--- src/rtl/crc8wd_pkg.sv ---
// Shared types, constants and the CRC-8 byte update for the checked word deframer.
package crc8wd_pkg;

  localparam logic [7:0] CRC_INIT = 8'hFF;
  localparam logic [7:0] CRC_TOP  = 8'h80;
  localparam logic [7:0] CRC_POLY = 8'h31;

  typedef enum logic [1:0] {
    PH_HIGH  = 2'd0,
    PH_LOW   = 2'd1,
    PH_CHECK = 2'd2
  } phase_t;

  function automatic logic [7:0] crc8_byte(input logic [7:0] crc, input logic [7:0] b);
    logic [7:0] v;
    v = crc ^ b;
    for (int k = 0; k < 8; k++) begin
      if ((v & CRC_TOP) != 8'd0) begin
        v = {v[6:0], 1'b0} ^ CRC_POLY;
      end else begin
        v = {v[6:0], 1'b0};
      end
    end
    return v;
  endfunction

endpackage

--- src/rtl/crc8_checked_word_deframer.sv ---
// Top level: frames received bytes into CRC-8 checked 16-bit words.
//
// Input channel (in_valid/in_ready): one received byte per transfer, with
// in_start_of_read marking the first byte of a read and in_last_of_read the
// final one. Bytes group in threes: high data byte, low data byte, check byte.
// A start flag drops any partial group and clears the sticky error flag.
// A last flag on a data byte drops the partial group.
//
// Output channel (out_valid/out_ready): one transfer per check byte carrying
// the big-endian word, crc_ok, the sticky read_ok and last_word.
//
// A result appears in the cycle after its check byte is accepted.
// Throughput: one byte per cycle unless stalled; the CRC byte update is a
// single unrolled eight-step XOR network between the framing registers.
// The result register is a single stage: in_ready is low only while a result
// is held and out_ready is low, so a stalled receiver stalls the input.
// Reset (rst_n low, synchronous) returns framing to the high byte, sets the
// running CRC to 0xFF, clears the error flag and empties the result register.
module crc8_checked_word_deframer (
  input  logic        clk,
  input  logic        rst_n,
  input  logic        in_valid,
  output logic        in_ready,
  input  logic [7:0]  in_rx_byte,
  input  logic        in_start_of_read,
  input  logic        in_last_of_read,
  output logic        out_valid,
  input  logic        out_ready,
  output logic [15:0] out_data_word,
  output logic        out_crc_ok,
  output logic        out_read_ok,
  output logic        out_last_word
);

  crc8wd_pkg::phase_t phase_r, phase_nxt, phase_eff;
  logic [7:0]  crc_r, crc_nxt, crc_base;
  logic [7:0]  high_r, high_nxt;
  logic [7:0]  low_r, low_nxt;
  logic        err_r, err_nxt, err_base;
  logic        emit;
  logic        ok;
  logic        accept;
  logic        out_valid_r, out_valid_nxt;
  logic [15:0] out_word_r;
  logic        out_crc_ok_r, out_read_ok_r, out_last_r;

  assign in_ready  = !out_valid_r || out_ready;
  assign accept    = in_valid && in_ready;
  assign phase_eff = in_start_of_read ? crc8wd_pkg::PH_HIGH : phase_r;
  assign crc_base  = in_start_of_read ? crc8wd_pkg::CRC_INIT : crc_r;
  assign err_base  = in_start_of_read ? 1'b0 : err_r;

  // next framing state
  always_comb begin
    phase_nxt = phase_r;
    crc_nxt   = crc_r;
    high_nxt  = high_r;
    low_nxt   = low_r;
    err_nxt   = err_base;
    case (phase_eff)
      crc8wd_pkg::PH_LOW: begin
        low_nxt   = in_rx_byte;
        crc_nxt   = crc8wd_pkg::crc8_byte(crc_base, in_rx_byte);
        phase_nxt = crc8wd_pkg::PH_CHECK;
      end
      crc8wd_pkg::PH_CHECK: begin
        err_nxt   = err_base | (in_rx_byte != crc_base);
        crc_nxt   = crc8wd_pkg::CRC_INIT;
        phase_nxt = crc8wd_pkg::PH_HIGH;
      end
      default: begin
        high_nxt  = in_rx_byte;
        crc_nxt   = crc8wd_pkg::crc8_byte(crc8wd_pkg::CRC_INIT, in_rx_byte);
        phase_nxt = crc8wd_pkg::PH_LOW;
      end
    endcase
    if (in_last_of_read) begin
      crc_nxt   = crc8wd_pkg::CRC_INIT;
      phase_nxt = crc8wd_pkg::PH_HIGH;
    end
  end

  // result decode
  always_comb begin
    emit = 1'b0;
    ok   = 1'b0;
    case (phase_eff)
      crc8wd_pkg::PH_CHECK: begin
        emit = 1'b1;
        ok   = (in_rx_byte == crc_base);
      end
      default: begin
        emit = 1'b0;
        ok   = 1'b0;
      end
    endcase
  end

  always_comb begin
    out_valid_nxt = out_valid_r && !out_ready;
    if (accept && emit) begin
      out_valid_nxt = 1'b1;
    end
  end

  always_ff @(posedge clk) begin
    if (!rst_n) begin
      phase_r     <= crc8wd_pkg::PH_HIGH;
      crc_r       <= crc8wd_pkg::CRC_INIT;
      high_r      <= 8'd0;
      low_r       <= 8'd0;
      err_r       <= 1'b0;
      out_valid_r <= 1'b0;
    end else begin
      out_valid_r <= out_valid_nxt;
      if (accept) begin
        phase_r <= phase_nxt;
        crc_r   <= crc_nxt;
        high_r  <= high_nxt;
        low_r   <= low_nxt;
        err_r   <= err_nxt;
      end
    end
  end

  always_ff @(posedge clk) begin
    if (accept && emit) begin
      out_word_r    <= {high_r, low_r};
      out_crc_ok_r  <= ok;
      out_read_ok_r <= !err_nxt;
      out_last_r    <= in_last_of_read;
    end
  end

  assign out_valid     = out_valid_r;
  assign out_data_word = out_word_r;
  assign out_crc_ok    = out_crc_ok_r;
  assign out_read_ok   = out_read_ok_r;
  assign out_last_word = out_last_r;

endmodule

--- config.mk ---
export PLATFORM = sky130hd
export DESIGN_NAME = crc8_checked_word_deframer
export DESIGN_NICKNAME = d
export VERILOG_FILES = /design/src/rtl/crc8wd_pkg.sv /design/src/rtl/crc8_checked_word_deframer.sv
export SDC_FILE = /design/constraint.sdc
export NUM_CORES = 1
export LEC_CHECK = 0
export BUFFER_PORTS_ARGS = -buffer_cell sky130_fd_sc_hd__buf_2
export CAP_MARGIN = 20
export CELL_PAD_IN_SITES_DETAIL_PLACEMENT = 1
export CELL_PAD_IN_SITES_GLOBAL_PLACEMENT = 1
export CORE_MARGIN = 2
export CORE_UTILIZATION = 45
export DETAILED_ROUTE_END_ITERATION = 8
export GPL_TIMING_DRIVEN = 0
export PLACE_DENSITY = 0.8
export SKIP_CTS_REPAIR_TIMING = 1
export SLEW_MARGIN = 10
export SYNTH_ARGS = -nofsm -noshare
export SYNTH_HDL_FRONTEND = slang
export SYNTH_SLANG_ARGS = --single-unit
--- constraint.sdc ---
create_clock -name clk -period 3.24 [get_ports clk]
set_input_delay 0.648 -clock clk [delete_from_list [all_inputs] [get_ports clk]]
set_output_delay 0.648 -clock clk [all_outputs]
set_load 0.05 [all_outputs]
==> flow_metrics.py <==
metrics = {
    "run_status": {
        "status": "finished, final reports clean",
    },
    "route": {
        "wl_per_cell_um": 17.2,
        "num_vias": 1738,
        "postRouteAntennaNets": 0,
        "wl_mm": 5.62,
        "dr.first_iter.drc_count": 53,
        "avgViaCountPerCell": 5.33,
        "drc_errors": 0,
        "drt_first_pass_iters": 4,
    },
    "setup_path": {
        "arrival_ns": 2.98,
        "start_kind": "input pin",
        "crit_chain": "buf_6, clkbuf_1, nand2b_1, inv_1, ha_1, clkbuf_1, nand4b_1, o22a_1, a21oi_1, o21ai_1",
        "crit_top_cell": "clkbuf_1",
        "crit_type": "in -> reg",
        "reg2regPathDepth": 8,
        "critPathSlowestCell": "clkbuf_1",
        "rrSetupSlack_ns": 1.15,
        "cp_max_fo": 10,
        "required_ns": 3.45,
        "endpoint_kind": "register",
        "critPathMaxStageDelay_ns": 0.41,
    },
    "timing": {
        "skew_ns": 0.0111,
        "drv_slew": 0,
        "worst_pin_slew_ns": 0.690,
        "hold_viol": 0,
        "finalSetupViolCount": 0,
        "rsz0062_at_grt": "no",
        "relSlewSlack_pct": 53.9,
        "final.setup.tns_ns": 0,
        "fin_crit_ns": 2.76,
        "fmax_ghz": 0.362,
        "fin_crit_sh_pct": 85.3,
    },
    "synth": {
        "yosysSeqAreaShare_pct": 45.9,
        "syn_area_um2": 2460,
        "ys_async_sr_fraction_pct": 0,
        "synth-edff-count": 19,
        "synth.most_common_cell": "dfxtp_1",
        "syn-instance-count": 221,
        "synth_top_area_share_pct": 23.1,
        "synth_top_cells_by_count": "dfxtp_1, nor2_1, xnor2_1, edfxtp_1, mux2i_1",
        "synth_top_flop_cell": "dfxtp_1",
        "netlist-cell-type-count": 45,
        "avgSynthCellArea_um2": 11.2,
        "ys_ff_latch": 47,
        "syn_nets": 238,
        "yosys_warnings": 0,
        "yosysTopAreaCell": "edfxtp_1",
        "synth_area_leaders": "edfxtp_1, dfxtp_1, xnor2_1",
    },
    "grt": {
        "grt_remaining_overflow": 0,
        "grt_antenna_before_repair": 0,
        "grt.met3_usage_pct": 4.48,
        "top_usage_layer": "met2",
        "use_met2_pct": 35.7,
        "grt_util_met1_pct": 23.5,
        "grt_max_degree": 20,
        "track_usage_pct": 20.1,
        "grt_pass1_wl_mm": 9.39,
        "grt_pass1_vias": 1837,
    },
    "place": {
        "place.gp.congestion": 0.813,
        "dp_hpwl_mm": 4.21,
        "io_buffers": 27,
    },
    "cts": {
        "clock_latency_ns": 0.31,
        "htree_levels": 2,
        "cts_tree": "yes",
        "cts_num_sinks": 47,
        "clock_path_buffers": 2,
        "cts-root-buf": "clkbuf_8",
        "cts_made_buffers": 5,
        "clk_pin_slew_ns": 0.10,
    },
    "floorplan": {
        "initial_core_util_pct": 47.4,
        "core_um2": 5200,
        "die_height_um": 78.0,
        "die-area_um2": 6090,
        "ios": 35,
        "num_rows": 26,
        "die_w_um": 78.0,
    },
    "power_and_ir_drop": {
        "leakage_nw": 1.14,
        "vdd_ir_drop_max_uv": 191,
        "cellPowerDensity_nw_per_um2": 448,
    },
    "final_layout": {
        "area_growth_syn_to_layout_pct": 12.6,
        "final_nets": 272,
        "layout.core_utilization_pct": 53.3,
        "antenna_cells": 0,
        "fillers": 589,
        "drive_above_1_share_pct": 20.7,
    },
    "flow_run": {
        "maxCapViolCount": 0,
    },
    "worst_hold_path": {
        "hold_class": "reg -> reg",
        "hold_depth": 0,
    },
}
[layer usage]
layer  wire (µm)  vias to the layer above  part of all wire [%]
met2        2910                       34                    52
met3         189                       16                   3.4
li1            -                      834                     -
met5           0                        -                     0
met1        2380                      854                    42
met4         141                        0                   2.5
[critical path: cells and delay by family]
| family | cells | cell delay, ns |
|---|---|---|
| AOI/OAI and AO/OA | 3 | 0.50 |
| buffers and inverters | 4 | 0.98 |
| adders and majority gates | 1 | 0.27 |
| and+or+nand+nor | 2 | 0.58 |
[flip-flops by register name, indices dropped and copies added, names as in the netlist]
signal / count
out_read_ok: 1
out_last_word: 1
out_valid: 1
out_data_word: 16
crc_r: 8
err_r: 1
low_r: 8
high_r: 8
phase_r: 2
out_crc_ok: 1
[layout make-up]
type	instances	area, µm²	share of cell area [%]
buffer	17	101	3.65
clock buffer	5	68.8	2.48
clock inverter	3	20.0	0.721
inverter	5	18.8	0.676
multi-input combinational	152	1210	43.7
sequential	47	1130	40.7
tap	70	87.6	3.15
timing repair buffer	27	135	4.87
[through the flow]
step                instances  instance area (µm²)  worst slack [ns]  power [mW]  hold slack (ns)
floorplan                 221                 2460             0.648       0.844            0.408
global placement          318                 2690             0.204       0.886            0.410
detailed placement        318                 2690             0.150       0.895            0.420
CTS                       326                 2780             0.488        1.25            0.440
global route              326                 2780             0.268        1.30            0.453
finish                    326                 2780             0.475        1.25            0.441
[placed cells by master (no fill, tap or decap), drive strengths merged, types with 2 or more instances in the layout]
cell	synthesis	layout
o22ai	5	5
clkbuf	5	10
ha	3	3
nor2	28	28
xnor2	24	24
xnor3	6	6
a21oi	14	14
dfxtp	28	28
edfxtp	19	19
nand3b	2	2
o21ai	4	4
o211ai	4	4
nand2	14	14
inv	5	5
clkinv	0	2
nor4bb	2	2
buf	12	39
nand2b	5	5
o221ai	3	3
xor2	4	4
mux2i	16	16
[report_power, final]
group          switching [mW]  total, mW  leakage, nW  internal [mW]
combinational           0.125      0.244        0.703          0.119
clock                   0.211      0.362       0.0418          0.151
sequential             0.0107      0.639        0.392          0.629
[logic make-up (layout without fill, tap and decap cells)]
logic type / Yosys count / after routing / share of synthesized area (%)
flops: 47 / 47 / 45.9
simple gates: 60 / 60 / 12.3
buf+inv: 22 / 57 / 4.87
fa+ha+maj: 3 / 3 / 1.52
mux: 16 / 16 / 6.50
xor+xnor: 35 / 35 / 19.0
compound gates: 38 / 38 / 9.90
[path summary, 6_finish.rpt]
| path | to | startpoint |
|---|---|---|
| min reg2reg | out_data_word[9] | high_r[1] |
| max | crc_r[1] | in_start_of_read |
| max reg2reg | crc_r[1] | phase_r[1] |
| min | out_data_word[9] | high_r[1] |
(Power assumes the default switching activity.)
